File: src/mmed_pkg.sv
// Shared types, constants and codes of the min/max envelope decimator.
package mmed_pkg;

    // Sample format and frame limits
    localparam int SAMPLE_WIDTH      = 16;
    localparam int MAX_FRAME_SAMPLES = 1048576;
    localparam int MAX_COLUMNS       = 4096;

    // Field and register widths
    localparam int START_W = 20;
    localparam int LEN_W   = 21;
    localparam int COLS_W  = 13;
    localparam int COL_W   = 21;
    localparam int IDX_W   = 21;
    localparam int CFG_W   = 21;
    localparam int SUM_W   = 22;

    // Divider iterations: one quotient bit per cycle
    localparam int DIV_STEPS = LEN_W;
    localparam int DIV_CNT_W = $clog2(DIV_STEPS + 1);

    typedef logic signed [SAMPLE_WIDTH-1:0] sample_t;

    localparam sample_t SAMPLE_MAX = {1'b0, {(SAMPLE_WIDTH-1){1'b1}}};
    localparam sample_t SAMPLE_MIN = {1'b1, {(SAMPLE_WIDTH-1){1'b0}}};

    // Configuration register indexes
    typedef enum logic [1:0] {
        CFG_WINDOW_START    = 2'd0,
        CFG_WINDOW_LENGTH   = 2'd1,
        CFG_DISPLAY_WIDTH   = 2'd2,
        CFG_DECIMATE_ENABLE = 2'd3
    } cfg_index_t;

    // Sequencer states
    typedef enum logic [1:0] {
        ST_IDLE,
        ST_DIVIDE,
        ST_PROCESS
    } state_t;

    // Divider request and response
    typedef struct packed {
        logic              start;
        logic [LEN_W-1:0]  dividend;
        logic [COLS_W-1:0] divisor;
    } div_req_t;

    typedef struct packed {
        logic             done;
        logic [LEN_W-1:0] quotient;
    } div_rsp_t;

endpackage

File: src/mmed_sample_if.sv
// Input channel: one signal sample per request.
interface mmed_sample_if;
    import mmed_pkg::*;

    logic    valid;
    logic    ready;
    sample_t sample;
    logic    frame_start;

    modport source (output valid, output sample, output frame_start, input ready);
    modport sink   (input valid, input sample, input frame_start, output ready);
endinterface

File: src/mmed_result_if.sv
// Output channel: one envelope column or pass-through point per request.
interface mmed_result_if;
    import mmed_pkg::*;

    logic             valid;
    logic             ready;
    logic [COL_W-1:0] column;
    sample_t          high_value;
    sample_t          low_value;
    logic             envelope_mode;
    logic             last;

    modport source (output valid, output column, output high_value, output low_value,
                    output envelope_mode, output last, input ready);
    modport sink   (input valid, input column, input high_value, input low_value,
                    input envelope_mode, input last, output ready);
endinterface

File: src/mmed_div.sv
// Restoring divider, one quotient bit per cycle, for the bucket length.
module mmed_div (
    input  logic               clk,
    input  logic               rst_n,
    input  mmed_pkg::div_req_t req,
    output mmed_pkg::div_rsp_t rsp
);
    import mmed_pkg::*;

    logic                 busy_reg, busy_next;
    logic                 done_reg, done_next;
    logic [DIV_CNT_W-1:0] count_reg, count_next;
    logic [LEN_W-1:0]     quo_reg, quo_next;
    logic [COLS_W-1:0]    rem_reg, rem_next;
    logic [COLS_W-1:0]    dsr_reg, dsr_next;

    logic [COLS_W:0]      rem_shift;
    logic [COLS_W:0]      rem_diff;
    logic                 fits;

    // One trial subtraction
    always_comb
    begin
        rem_shift = {rem_reg, quo_reg[LEN_W-1]};
        rem_diff  = rem_shift - {1'b0, dsr_reg};
        fits      = (rem_shift >= {1'b0, dsr_reg});
    end

    // Step control
    always_comb
    begin
        busy_next  = busy_reg;
        done_next  = 1'b0;
        count_next = count_reg;
        quo_next   = quo_reg;
        rem_next   = rem_reg;
        dsr_next   = dsr_reg;
        if (req.start)
        begin
            busy_next  = 1'b1;
            count_next = '0;
            quo_next   = req.dividend;
            rem_next   = '0;
            dsr_next   = req.divisor;
        end
        else if (busy_reg)
        begin
            quo_next   = {quo_reg[LEN_W-2:0], fits};
            rem_next   = fits ? rem_diff[COLS_W-1:0] : rem_shift[COLS_W-1:0];
            count_next = count_reg + 1'b1;
            if (count_reg == DIV_CNT_W'(DIV_STEPS - 1))
            begin
                busy_next = 1'b0;
                done_next = 1'b1;
            end
        end
    end

    always_ff @(posedge clk or negedge rst_n)
    begin
        if (!rst_n)
        begin
            busy_reg  <= 1'b0;
            done_reg  <= 1'b0;
            count_reg <= '0;
        end
        else
        begin
            busy_reg  <= busy_next;
            done_reg  <= done_next;
            count_reg <= count_next;
        end
    end

    always_ff @(posedge clk)
    begin
        quo_reg <= quo_next;
        rem_reg <= rem_next;
        dsr_reg <= dsr_next;
    end

    assign rsp.done     = done_reg;
    assign rsp.quotient = quo_reg;

endmodule

File: src/min_max_envelope_decimator.sv
// Min/max envelope decimator: reduces a sample frame to display columns or points.
//
// Each sample request is taken in the idle state and worked on in the following cycle;
// no new request is taken until that work is done, and the work waits while the result
// register is still held by the downstream side. A frame_start sample that selects
// envelope mode first runs the bucket-length division on the restoring divider, one
// quotient bit per cycle, and is worked on once the quotient is ready.
// Configuration written at any time takes effect at the next frame_start.
module min_max_envelope_decimator (
    input  logic                     clk,
    input  logic                     rst_n,
    mmed_sample_if.sink              samples,
    mmed_result_if.source            results,
    input  logic                     cfg_we,
    input  logic [1:0]               cfg_index,
    input  logic [mmed_pkg::CFG_W-1:0] cfg_data
);
    import mmed_pkg::*;

    // Configuration registers
    logic [START_W-1:0] window_start_reg;
    logic [LEN_W-1:0]   window_length_reg;
    logic [COLS_W-1:0]  display_width_reg;
    logic               decimate_enable_reg;

    // Sequencer and frame state
    state_t             state_reg, state_next;
    logic               frame_open_reg, frame_open_next;
    logic               env_active_reg, env_active_next;
    logic [START_W-1:0] f_start_reg, f_start_next;
    logic [LEN_W-1:0]   f_len_reg, f_len_next;
    logic [COLS_W-1:0]  f_cols_reg, f_cols_next;
    logic [LEN_W-1:0]   bucket_length_reg, bucket_length_next;
    logic [LEN_W-1:0]   bucket_count_reg, bucket_count_next;
    logic [COLS_W-1:0]  column_index_reg, column_index_next;
    logic [IDX_W-1:0]   sample_index_reg, sample_index_next;
    sample_t            running_max_reg, running_max_next;
    sample_t            running_min_reg, running_min_next;
    sample_t            sample_reg, sample_next;

    // Result register
    logic               out_valid_reg, out_valid_next;
    logic [COL_W-1:0]   out_column_reg, out_column_next;
    sample_t            out_high_reg, out_high_next;
    sample_t            out_low_reg, out_low_next;
    logic               out_env_reg, out_env_next;
    logic               out_last_reg, out_last_next;

    // Working signals
    logic               accept;
    logic [COLS_W-1:0]  cols_cfg;
    logic [COLS_W+2:0]  five_cols;
    logic               env_pick;
    logic               in_frame;
    logic [SUM_W-1:0]   idx_ext;
    logic [SUM_W-1:0]   start_ext;
    logic [SUM_W-1:0]   pass_end;
    logic [SUM_W-1:0]   win_end;
    logic               in_env_win;
    logic               in_pass_win;
    sample_t            max_upd;
    sample_t            min_upd;
    logic [LEN_W-1:0]   count_upd;
    logic               more_cols;
    logic               emit;
    logic               stall;
    logic [COL_W-1:0]   emit_column;
    sample_t            emit_high;
    sample_t            emit_low;
    logic               emit_env;
    logic               emit_last;
    div_req_t           div_req;
    div_rsp_t           div_rsp;

    assign accept = samples.valid && samples.ready;

    // Divider for the bucket length
    mmed_div u_div (
        .clk   (clk),
        .rst_n (rst_n),
        .req   (div_req),
        .rsp   (div_rsp)
    );

    // Configuration writes
    always_ff @(posedge clk or negedge rst_n)
    begin
        if (!rst_n)
        begin
            window_start_reg    <= '0;
            window_length_reg   <= LEN_W'(1);
            display_width_reg   <= COLS_W'(1);
            decimate_enable_reg <= 1'b1;
        end
        else if (cfg_we)
        begin
            case (cfg_index_t'(cfg_index))
                CFG_WINDOW_START:    window_start_reg    <= cfg_data[START_W-1:0];
                CFG_WINDOW_LENGTH:   window_length_reg   <= cfg_data[LEN_W-1:0];
                CFG_DISPLAY_WIDTH:   display_width_reg   <= cfg_data[COLS_W-1:0];
                CFG_DECIMATE_ENABLE: decimate_enable_reg <= cfg_data[0];
                default: ;
            endcase
        end
    end

    // Mode choice at frame start: floor(len/5) >= cols is len >= 5*cols
    always_comb
    begin
        cols_cfg  = (display_width_reg > COLS_W'(MAX_COLUMNS)) ? COLS_W'(MAX_COLUMNS)
                                                               : display_width_reg;
        five_cols = {cols_cfg, 2'b00} + (COLS_W+3)'(cols_cfg);
        env_pick  = decimate_enable_reg && (cols_cfg != '0)
                    && (LEN_W'(five_cols) <= window_length_reg);
    end

    // Per-sample evaluation
    always_comb
    begin
        in_frame    = frame_open_reg && (sample_index_reg < IDX_W'(MAX_FRAME_SAMPLES));
        idx_ext     = SUM_W'(sample_index_reg);
        start_ext   = SUM_W'(f_start_reg);
        pass_end    = start_ext + SUM_W'(f_len_reg);
        win_end     = pass_end - SUM_W'(1);
        in_env_win  = (idx_ext >= start_ext) && (idx_ext <= win_end);
        in_pass_win = (idx_ext >= start_ext) && (idx_ext <= pass_end);
        max_upd     = (sample_reg > running_max_reg) ? sample_reg : running_max_reg;
        min_upd     = (sample_reg < running_min_reg) ? sample_reg : running_min_reg;
        count_upd   = bucket_count_reg + LEN_W'(1);
        more_cols   = (column_index_reg + COLS_W'(1)) < f_cols_reg;

        emit        = 1'b0;
        emit_column = '0;
        emit_high   = sample_reg;
        emit_low    = sample_reg;
        emit_env    = env_active_reg;
        emit_last   = 1'b0;
        if (state_reg == ST_PROCESS && in_frame)
        begin
            if (env_active_reg)
            begin
                emit_high = max_upd;
                emit_low  = min_upd;
                if (in_env_win && more_cols && count_upd >= bucket_length_reg)
                begin
                    emit        = 1'b1;
                    emit_column = COL_W'(column_index_reg);
                end
                else if (in_env_win && idx_ext == win_end)
                begin
                    emit        = 1'b1;
                    emit_column = COL_W'(f_cols_reg - COLS_W'(1));
                    emit_last   = 1'b1;
                end
            end
            else if (in_pass_win)
            begin
                emit        = 1'b1;
                emit_column = COL_W'(idx_ext - start_ext);
                emit_last   = (idx_ext == pass_end);
            end
        end
        stall = emit && out_valid_reg && !results.ready;
    end

    // Next state
    always_comb
    begin
        state_next = state_reg;
        case (state_reg)
            ST_IDLE:
            begin
                if (accept)
                    state_next = (samples.frame_start && env_pick) ? ST_DIVIDE : ST_PROCESS;
            end
            ST_DIVIDE:
            begin
                if (div_rsp.done)
                    state_next = ST_PROCESS;
            end
            ST_PROCESS:
            begin
                if (!stall)
                    state_next = ST_IDLE;
            end
            default: state_next = ST_IDLE;
        endcase
    end

    // Sequencer outputs
    always_comb
    begin
        samples.ready    = (state_reg == ST_IDLE);
        div_req.start    = (state_reg == ST_IDLE) && samples.valid
                           && samples.frame_start && env_pick;
        div_req.dividend = window_length_reg;
        div_req.divisor  = cols_cfg;
    end

    // Datapath updates
    always_comb
    begin
        frame_open_next    = frame_open_reg;
        env_active_next    = env_active_reg;
        f_start_next       = f_start_reg;
        f_len_next         = f_len_reg;
        f_cols_next        = f_cols_reg;
        bucket_length_next = bucket_length_reg;
        bucket_count_next  = bucket_count_reg;
        column_index_next  = column_index_reg;
        sample_index_next  = sample_index_reg;
        running_max_next   = running_max_reg;
        running_min_next   = running_min_reg;
        sample_next        = sample_reg;

        // Take a request; a frame start latches the window and restarts the frame
        if (accept)
        begin
            sample_next = samples.sample;
            if (samples.frame_start)
            begin
                f_start_next       = window_start_reg;
                f_len_next         = window_length_reg;
                f_cols_next        = cols_cfg;
                env_active_next    = env_pick;
                bucket_length_next = '0;
                column_index_next  = '0;
                bucket_count_next  = '0;
                running_max_next   = SAMPLE_MIN;
                running_min_next   = SAMPLE_MAX;
                sample_index_next  = '0;
                frame_open_next    = 1'b1;
            end
        end

        // Bucket length from the divider
        if (state_reg == ST_DIVIDE && div_rsp.done)
            bucket_length_next = div_rsp.quotient;

        // Work on the held sample
        if (state_reg == ST_PROCESS && in_frame && !stall)
        begin
            sample_index_next = sample_index_reg + IDX_W'(1);
            if (env_active_reg && in_env_win)
            begin
                running_max_next  = max_upd;
                running_min_next  = min_upd;
                bucket_count_next = count_upd;
                if (emit)
                begin
                    running_max_next  = SAMPLE_MIN;
                    running_min_next  = SAMPLE_MAX;
                    bucket_count_next = '0;
                    if (!emit_last)
                        column_index_next = column_index_reg + COLS_W'(1);
                end
            end
        end
    end

    // Result register
    always_comb
    begin
        out_valid_next  = out_valid_reg;
        out_column_next = out_column_reg;
        out_high_next   = out_high_reg;
        out_low_next    = out_low_reg;
        out_env_next    = out_env_reg;
        out_last_next   = out_last_reg;
        if (results.ready)
            out_valid_next = 1'b0;
        if (emit && !stall)
        begin
            out_valid_next  = 1'b1;
            out_column_next = emit_column;
            out_high_next   = emit_high;
            out_low_next    = emit_low;
            out_env_next    = emit_env;
            out_last_next   = emit_last;
        end
    end

    always_ff @(posedge clk or negedge rst_n)
    begin
        if (!rst_n)
        begin
            state_reg         <= ST_IDLE;
            frame_open_reg    <= 1'b0;
            env_active_reg    <= 1'b0;
            f_start_reg       <= '0;
            f_len_reg         <= '0;
            f_cols_reg        <= '0;
            bucket_length_reg <= '0;
            bucket_count_reg  <= '0;
            column_index_reg  <= '0;
            sample_index_reg  <= '0;
            running_max_reg   <= SAMPLE_MIN;
            running_min_reg   <= SAMPLE_MAX;
            out_valid_reg     <= 1'b0;
        end
        else
        begin
            state_reg         <= state_next;
            frame_open_reg    <= frame_open_next;
            env_active_reg    <= env_active_next;
            f_start_reg       <= f_start_next;
            f_len_reg         <= f_len_next;
            f_cols_reg        <= f_cols_next;
            bucket_length_reg <= bucket_length_next;
            bucket_count_reg  <= bucket_count_next;
            column_index_reg  <= column_index_next;
            sample_index_reg  <= sample_index_next;
            running_max_reg   <= running_max_next;
            running_min_reg   <= running_min_next;
            out_valid_reg     <= out_valid_next;
        end
    end

    // Payload registers
    always_ff @(posedge clk)
    begin
        sample_reg     <= sample_next;
        out_column_reg <= out_column_next;
        out_high_reg   <= out_high_next;
        out_low_reg    <= out_low_next;
        out_env_reg    <= out_env_next;
        out_last_reg   <= out_last_next;
    end

    assign results.valid         = out_valid_reg;
    assign results.column        = out_column_reg;
    assign results.high_value    = out_high_reg;
    assign results.low_value     = out_low_reg;
    assign results.envelope_mode = out_env_reg;
    assign results.last          = out_last_reg;

endmodule
File: src/flat_wrapper.sv
// flat-port wrapper written by rule: the top's interface ports become plain ports
module min_max_envelope_decimator_flat import mmed_pkg::*;
  (clk, rst_n, cfg_we, cfg_index, cfg_data, samples_valid, samples_sample, samples_frame_start, samples_ready, results_valid, results_column, results_high_value, results_low_value, results_envelope_mode, results_last, results_ready);
  mmed_sample_if samples_i ();
  mmed_result_if results_i ();
  input  logic clk;
  input  logic rst_n;
  input  logic cfg_we;
  input  logic [1:0] cfg_index;
  input  logic [mmed_pkg::CFG_W-1:0] cfg_data;
  input wire logic [$bits(samples_i.valid)-1:0] samples_valid;
  input wire logic [$bits(samples_i.sample)-1:0] samples_sample;
  input wire logic [$bits(samples_i.frame_start)-1:0] samples_frame_start;
  output wire logic [$bits(samples_i.ready)-1:0] samples_ready;
  output wire logic [$bits(results_i.valid)-1:0] results_valid;
  output wire logic [$bits(results_i.column)-1:0] results_column;
  output wire logic [$bits(results_i.high_value)-1:0] results_high_value;
  output wire logic [$bits(results_i.low_value)-1:0] results_low_value;
  output wire logic [$bits(results_i.envelope_mode)-1:0] results_envelope_mode;
  output wire logic [$bits(results_i.last)-1:0] results_last;
  input wire logic [$bits(results_i.ready)-1:0] results_ready;
  assign samples_i.valid = samples_valid;
  assign samples_i.sample = samples_sample;
  assign samples_i.frame_start = samples_frame_start;
  assign samples_ready = samples_i.ready;
  assign results_valid = results_i.valid;
  assign results_column = results_i.column;
  assign results_high_value = results_i.high_value;
  assign results_low_value = results_i.low_value;
  assign results_envelope_mode = results_i.envelope_mode;
  assign results_last = results_i.last;
  assign results_i.ready = results_ready;
  min_max_envelope_decimator u_core (.clk(clk), .rst_n(rst_n), .samples(samples_i), .results(results_i), .cfg_we(cfg_we), .cfg_index(cfg_index), .cfg_data(cfg_data));
endmodule
File: config.mk
export PLATFORM = sky130hd
export DESIGN_NAME = min_max_envelope_decimator_flat
export DESIGN_NICKNAME = d
export VERILOG_FILES = /design/src/mmed_pkg.sv /design/src/mmed_sample_if.sv /design/src/mmed_result_if.sv /design/src/mmed_div.sv /design/src/min_max_envelope_decimator.sv /design/src/flat_wrapper.sv
export SDC_FILE = /design/constraint.sdc
export NUM_CORES = 1
export LEC_CHECK = 0
export BUFFER_PORTS_ARGS = -buffer_cell sky130_fd_sc_hd__buf_2
export CAP_MARGIN = 0
export CORE_ASPECT_RATIO = 0.8
export CORE_MARGIN = 4
export CORE_UTILIZATION = 25
export DETAILED_ROUTE_END_ITERATION = 7
export GPL_TIMING_DRIVEN = 0
export PLACE_DENSITY = 0.38
export SYNTH_ARGS = -nofsm -noshare
export SYNTH_HDL_FRONTEND = slang
export SYNTH_HIERARCHICAL = 1
export SYNTH_SLANG_ARGS = --single-unit
File: constraint.sdc
create_clock -name clk -period 8.8 [get_ports clk]
set_clock_uncertainty 0.1 [all_clocks]
set_input_delay 0.88 -clock clk [delete_from_list [all_inputs] [get_ports clk]]
set_output_delay 0.88 -clock clk [all_outputs]
set_load 0.05 [all_outputs]
==> results.md, run 1 <==
- Outcome: complete, no violations
- DR vias: 16.6k
- Routed wire length: 70800 um
- Die Width: 335 um
- Fmax: 123 MHz
- Drt drc: 0
- Max-cap viol count: 0
- Area of the core: 84300 um2
- HP Class: primary input to async pin
- Initial DRC count: 1254
- H-tree levels: 2
- Placed Cells: 3327
- PwrDens: 321 nW/um2
- Initial antenna violation count: 4
- # IOs: 102
- Port bufs: 101
- Netlist cell types: 91
- FILL cells: 8840
- Final hold violations: 0
- Routability Congestion: 0.884
- Number of synthesized flops with an enable pin: 105
- DR WL/cell: 20.8 um
- Final setup violation count: 0
- Sequential area share after synthesis: 42.9%
- Share of the synthesized area in the top cell type: 24.6%
- FF/Latch Area: 9170 um2
- Slew Viols, Final: 0
- Leakage power total: 0.0109 uW
- All-Layer GR Usage: 15.5%
- Setup crit start kind: flop
- Arrival @ worst endpoint: 8250 ps
- Die H: 269 um
- Post-Syn Area: 21400 um2
- Synth top area cells: dfrtp_1 (25%), edfxtp_1 (15%), ha_1 (11%)
- Worst EP required: 8930 ps
- First-pass GRT wire length: 108000 um
- Syn Inst Count: 2107
- Cts bufs inserted: 43
- GR Layer Usage met3: 2.08%
- Clk sinks: 347
- Area of the multi-input gates: 11200 um2
- Clock Path Buffers: 3
- DRT antenna net count: 0
- Largest net degree at the start of global routing: 100
- Root buffer selected by CTS: clkbuf_16
- WS Path Type: flop to flop
- Tmin final: 8120 ps
- Std-Cell Rows: 95
- Least-Margin Pin Slew: 1110 ps
- Flip-flop and latch count after synthesis: 347
- Setup TNS: 0 ps
- Power, Total: 7950 uW
- Starting density of the core: 25.3%
- Asr flop ratio synth: 66.0%
- GRT busiest layer: met1
- Met1 usage: 24.7%
- Vias in the first global route: 16.4k
- Layout cells sized above 1: 16.2%
- Most area-hungry cell type in the Yosys netlist: dfrtp_1
- CTS tree: yes
- RSZ-0062 raised after global routing: no
- Post-layout nets: 2493
- Period utilization: 92.3%
- Crit-path max FO: 21
- Peak VDD IR: 150 uV
- Total gr overflow: 0
- Grt met2 use: 22.1%
- Pre-Repair DR Iteration Count: 5
- Fin cells: 3408
- Ys flop type: dfrtp_1
- Worst stage delay on the critical path: 640 ps
- Slowest-stage cell, CP: clkbuf_1
- CTS clock-pin slew for the worst setup and hold paths: 60 ps
- Max-slew headroom: 26.1%
- Clock insertion delay at the later pin of the skew report: 600 ps
- Dpl hpwl: 55800 um
- Vias per std cell: 4.86
- Post-synth net total: 2343
- Warnings, synthesis: 6
- Worst setup EP type: flop
- Die Footprint: 90200 um2
- Layout area overhead: 16.2%
- Avg Cell Area, Syn: 10.1 um2
cells in the final DEF (no fill, tap or decap), types with 10 or more instances in the layout:
cell       instances
dfrtp_1          210
ha_1             187
nand2_1          181
inv_1            165
mux2_2           119
o21ai_0          116
buf_2            110
nor2_1           108
edfxtp_1         105
nand3_1           85
xnor2_1           77
a21oi_1           74
clkbuf_1          67
a21o_1            49
clkbuf_16         44
nor2b_1           36
xor2_1            35
nand4_1           35
nor3_1            34
and3_1            32
a22o_1            32
o31ai_1           32
o21a_1            25
dfstp_2           19
a221o_1           15
o22a_1            15
or2_2             14
a22oi_1           13
dfxtp_1           13
a311oi_1          12
nand2b_1          12
o21bai_1          11
a211oi_1          10
mux2i_1           10
critical path: cells and delay by family, from the launching register on:
kind / cells / cell delay (ps)
and+or+nand+nor: 7 / 1790
DFF: 1 / 480
buffers and inverters: 4 / 1610
adders and majority gates: 3 / 930
AOI/OAI and AO/OA: 13 / 2630
xor gates and xnor gates: 1 / 170
path summary, 6_finish.rpt:
kind                                               from                           end  slack [ps]  cells after the start
setup / recovery           u_core/display_width_reg[12]       u_core/u_div/quo_reg[0]         680                     28
hold / removal                                    rst_n    u_core/sample_index_reg[7]         110                      1
setup reg to reg           u_core/display_width_reg[12]       u_core/u_div/quo_reg[0]         680                     28
hold reg to reg                u_core/u_div/quo_reg[14]  u_core/bucket_length_reg[14]         390                      2
max in group asynchronous                         rst_n   u_core/window_length_reg[6]        7110                      3
min in group clk                      samples_sample[1]          u_core/sample_reg[1]         370                      1
report_power, final:
| part | internal [uW] | switching (uW) | leakage (uW) |
|---|---|---|---|
| clock | 1060 | 760 | 0.000696 |
| combinational | 1490 | 2260 | 0.00618 |
| sequential | 2040 | 346 | 0.00397 |
| total | 4590 | 3370 | 0.0109 |
Yosys cell counts, types with 8 or more instances:
cell type / instances
dfrtp_1: 210
ha_1: 187
nand2_1: 181
inv_1: 165
mux2_2: 119
o21ai_0: 116
nor2_1: 108
edfxtp_1: 105
nand3_1: 85
xnor2_1: 77
a21oi_1: 75
clkbuf_1: 59
a21o_1: 49
nor2b_1: 36
nand4_1: 35
xor2_1: 35
nor3_1: 34
a22o_1: 32
and3_1: 32
o31ai_1: 32
o21a_1: 25
dfstp_2: 19
a221o_1: 15
o22a_1: 15
or2_2: 14
a22oi_1: 13
dfxtp_1: 13
a311oi_1: 12
nand2b_1: 12
o21bai_1: 11
a211oi_1: 10
buf_2: 10
mux2i_1: 10
o211ai_1: 9
or3_1: 9
and4_1: 8
nor3b_1: 8
repair_timing:
item                       in CTS  in global routing
gates resized for setup         0                  1
setup buffers                   0                  0
setup endpoints to repair       0                 21
hold buffers                    0                  0
metrics by stage:
step,area (um2),utilization (%),hold slack [ps],worst slack (ps)
finish,24800,29.4,112,675
global route,24800,29.4,145,169
CTS,24800,29.4,127,444
detailed placement,23400,27.7,390,485
global placement,23300,27.6,383,-2330
floorplan,21400,-,335,50.5
cells by family (layout without fill, tap and decap cells):
group	Yosys count	count (layout)	share of synthesized area [%]
and+or+nand+nor	604	604	14.1
AOI/OAI and AO/OA	473	473	15.4
DFF	347	347	42.9
buffers and inverters	247	431	4.54
adders and majority gates	191	191	11.3
muxes	129	129	6.75
xor gates and xnor gates	115	115	4.91
other	1	3	0.0176
metal layers:
metal | wire (um) | share of wire, %
met5 | 0 | 0
met4 | 1160 | 1.6
met3 | 2540 | 3.6
met2 | 28800 | 41
met1 | 38300 | 54
cell type report:
class / count / area share (%)
Multi-Input combinational cell: 1513 / 45.3
Sequential cell: 347 / 37.0
Tap cell: 1115 / 5.62
Clock buffer: 57 / 4.84
Inverter: 165 / 2.50
Timing Repair Buffer: 105 / 2.49
Buffer: 82 / 1.41
Clock inverter: 22 / 0.913
Antenna cell: 2 / 0.0202
Note: power is estimated with default switching activity, not from simulation.
==> run 2, diff against run 1 <==
- HOLD_SLACK_MARGIN: not set -> 0.12
- SYNTH_HIERARCHICAL: 1 -> not set
==> run 2 against run 1 <==
  * Routed wire length is 0.62% lower
  * Via count grew 0.75%
  * Final cell count up 1.1%
  * Register-to-register slack improved by 640 ps
  * Clock power up 5%
  * Cell area is 1.5% higher
  * Die area grew 1.1%
  * Worst setup slack better by 640 ps
  * First-iteration DRC count is 6.3% lower
  * Non-clock buffer count down 4
  * Worst hold slack improved by 260 ps
  * Synthesized cell count grew 1.0%
==> results.md, run 2 <==
- Outcome: complete, no violations
- Setup WS post-layout: 1310 ps
- Most frequent cell on the critical path: nand3_1
- R2R Setup Slk: 1310 ps
- Initial antenna violation count: 4
- Clock insertion delay at the later pin of the skew report: 580 ps
- Post-layout nets: 2521
- H-tree levels: 2
- First-pass GRT wire length: 107000 um
- Final hold violations: 0
- WS Path Type: flop to flop
- Leakage power total: 0.0112 uW
- Flip-flop and latch count after synthesis: 347
- Placed Cells: 3363
- Warnings, synthesis: 0
- CP delay by family, top: simple AND/OR/NAND/NOR gates
- # IOs: 102
- Routed wire length: 70400 um
- Worst Setup SP: u_core.f_start_reg[0]
- Area of the core: 85800 um2
- Share of the synthesized area in the top cell type: 24.3%
- Final setup violation count: 0
- Setup crit start kind: flop
- Root buffer selected by CTS: clkbuf_16
- Die H: 271 um
- Asr flop ratio synth: 66.0%
- Number of synthesized flops with an enable pin: 105
- Internal cell power: 4730 uW
- Worst R2R Path Depth: 23
- RSZ-0062 raised after global routing: no
- DR WL/cell: 20.4 um
- Most frequent cell after synthesis: dfrtp_1
- Die Width: 337 um
- Crit path cell chain: ha_1, inv_1, fa_1, nand2b_1, a21oi_1, xnor2_1, and3_1, nand3_1, nor2_1, nand3_1, or3_1, nor4_1, xor2_1, ha_1, nand3_1, or3_1, or4_1, nand2_1, o32ai_1, nor3_2, o221ai_2, clkbuf_1, a22o_1
- Slew Viols, Final: 0
- Std-Cell Rows: 96
- HP Class: primary input to flop
- Commonest cells in the synthesized netlist: dfrtp_1 (210), ha_1 (190), nand2_1 (181)
- Post-synth net total: 2367
- PwrDens: 332 nW/um2
- Syn Inst Count: 2128
- Max-slew headroom: 12.0%
- CTS tree: yes
- Initial DRC count: 1175
- Layout cells sized above 1: 16.3%
- Sequential area share after synthesis: 42.4%
- Worst EP required: 9170 ps
- Cts bufs inserted: 43
- Drt drc: 0
- Dpl hpwl: 55300 um
- Starting density of the core: 25.2%
- Comb power frac: 49.2%
- Largest net degree at the start of global routing: 115
- Pre-CTS setup slack: 1300 ps
- Fin cells: 3446
- Max-cap viol count: 0
- Synth top area cells: dfrtp_1 (24%), edfxtp_1 (15%), ha_1 (11%)
- Worst setup EP type: flop
- Seq pwr share: 28.1%
- FILL cells: 8989
- CTS clock-pin slew for the worst setup and hold paths: 60 ps
- Sum of buffers and inverters on the critical path: 2
- Avg Cell Area, Syn: 10.1 um2
- Vias per std cell: 4.84
- Pre-Repair DR Iteration Count: 7
- Commonest cells after routing, fill and taps aside: dfrtp_1 (210), ha_1 (190), nand2_1 (181), inv_1 (160), nor2_1 (124)
- All-Layer GR Usage: 15.4%
- Worst Setup EP: u_core.running_max_reg[6]
- Crit-path max FO: 10
- Peak VDD IR: 172 uV
- Post-Syn Area: 21600 um2
- Arrival @ worst endpoint: 7850 ps
- Commonest non-fill, non-tap cell in the layout: dfrtp_1
- Reg-to-reg startpoint: u_core.f_start_reg[0]
- Vias in the first global route: 16.8k
- DRT antenna net count: 0
- DR vias: 16.7k
- Netlist cell types: 98
- Critical Path Stages: 23
- NetSw: 3630 uW
- Sw Share: 43.4%
- Slowest-stage cell, CP: nor3_2
- Worst stage delay on the critical path: 810 ps
- Layout area overhead: 16.6%
- Die Footprint: 91200 um2
- Port bufs: 101
- Ys flop type: dfrtp_1
- Fmax: 134 MHz
- Most area-hungry cell type in the Yosys netlist: dfrtp_1
- Clock power share: 22.8%
- Clock Path Buffers: 3
- Routability Congestion: 0.844
- Total gr overflow: 0
- Period utilization: 85.1%
- R2r endpoint: u_core.running_max_reg[6]
- Clk sinks: 347
- Tmin final: 7490 ps
- Least-Margin Pin Slew: 1310 ps
==> run 2: per-stage QoR <==
stage,utilization [%],total power [uW],instance area [um2],TNS (ps),hold slack (ps)
detailed placement,27.6,6440,23700,0,380
floorplan,-,5120,21600,0,335
CTS,29.4,8420,25200,0,335
finish,29.4,8360,25200,0,376
global route,29.4,8990,25200,0,338
global placement,27.4,6370,23500,-36880,375
==> run 2: cells by family (layout without fill, tap and decap cells) <==
kind of cell               count (synthesis)  count (layout)  share of synthesized area (%)
AOI/OAI and AO/OA                        480             480                           15.7
and+or+nand+nor                          628             628                           14.6
other                                      1               3                         0.0174
xor gates and xnor gates                 105             105                           4.36
DFF                                      347             347                           42.4
adders and majority gates                194             194                           11.4
muxes                                    137             137                           7.17
buffers and inverters                    236             425                           4.29
==> run 2: timing repair <==
item / in CTS / in global routing
resized for setup: 0 / 0
hold buffers: 1 / 0
hold endpoints to repair: 28 / 0
buffers inserted: 0 / 0
==> run 2: how the worst min path moves through the flow <==
stage,start,cells past startpoint,slack [ps],endpoint
after global placement,u_core.frame_open_reg,1,370,u_core.frame_open_reg
after detailed placement,u_core.frame_open_reg,1,380,u_core.frame_open_reg
after CTS,samples_sample[11],1,330,u_core.sample_reg[11]
after floorplan,u_core.window_start_reg[0],2,330,u_core.f_start_reg[0]
final,samples_sample[11],1,380,u_core.sample_reg[11]
after global routing,samples_sample[11],1,340,u_core.sample_reg[11]
==> run 2: power groups by stage <==
stage | logic, uW | clock network (uW) | registers (uW)
2_1_floorplan | 2890 | 0 | 2240
3_3_place_gp | 3990 | 0 | 2370
3_5_place_dp | 4070 | 0 | 2380
4_1_cts | 4100 | 1970 | 2350
5_1_grt | 4570 | 2030 | 2390
6_report | 4110 | 1910 | 2350
==> run 2: layout make-up <==
cell class | instances | area, um2 | area share, %
Clock inverter | 22 | 299 | 1.19
Tap cell | 1127 | 1410 | 5.60
Antenna cell | 2 | 5.00 | 0.0199
Buffer | 74 | 319 | 1.27
Multi-Input combinational cell | 1545 | 11500 | 45.8
Timing Repair Buffer | 109 | 638 | 2.53
Sequential cell | 347 | 9170 | 36.4
Clock buffer | 58 | 1200 | 4.78
Inverter | 162 | 608 | 2.41
==> run 2: metal layers <==
metal  wire length (um)  up-vias  GRT usage [%]
met5                 13        -              0
met4               1220        2           3.24
met3               3090       69           2.30
met2              30000      328           23.2
met1              36000     8231           23.1
li1                   -     8051              -
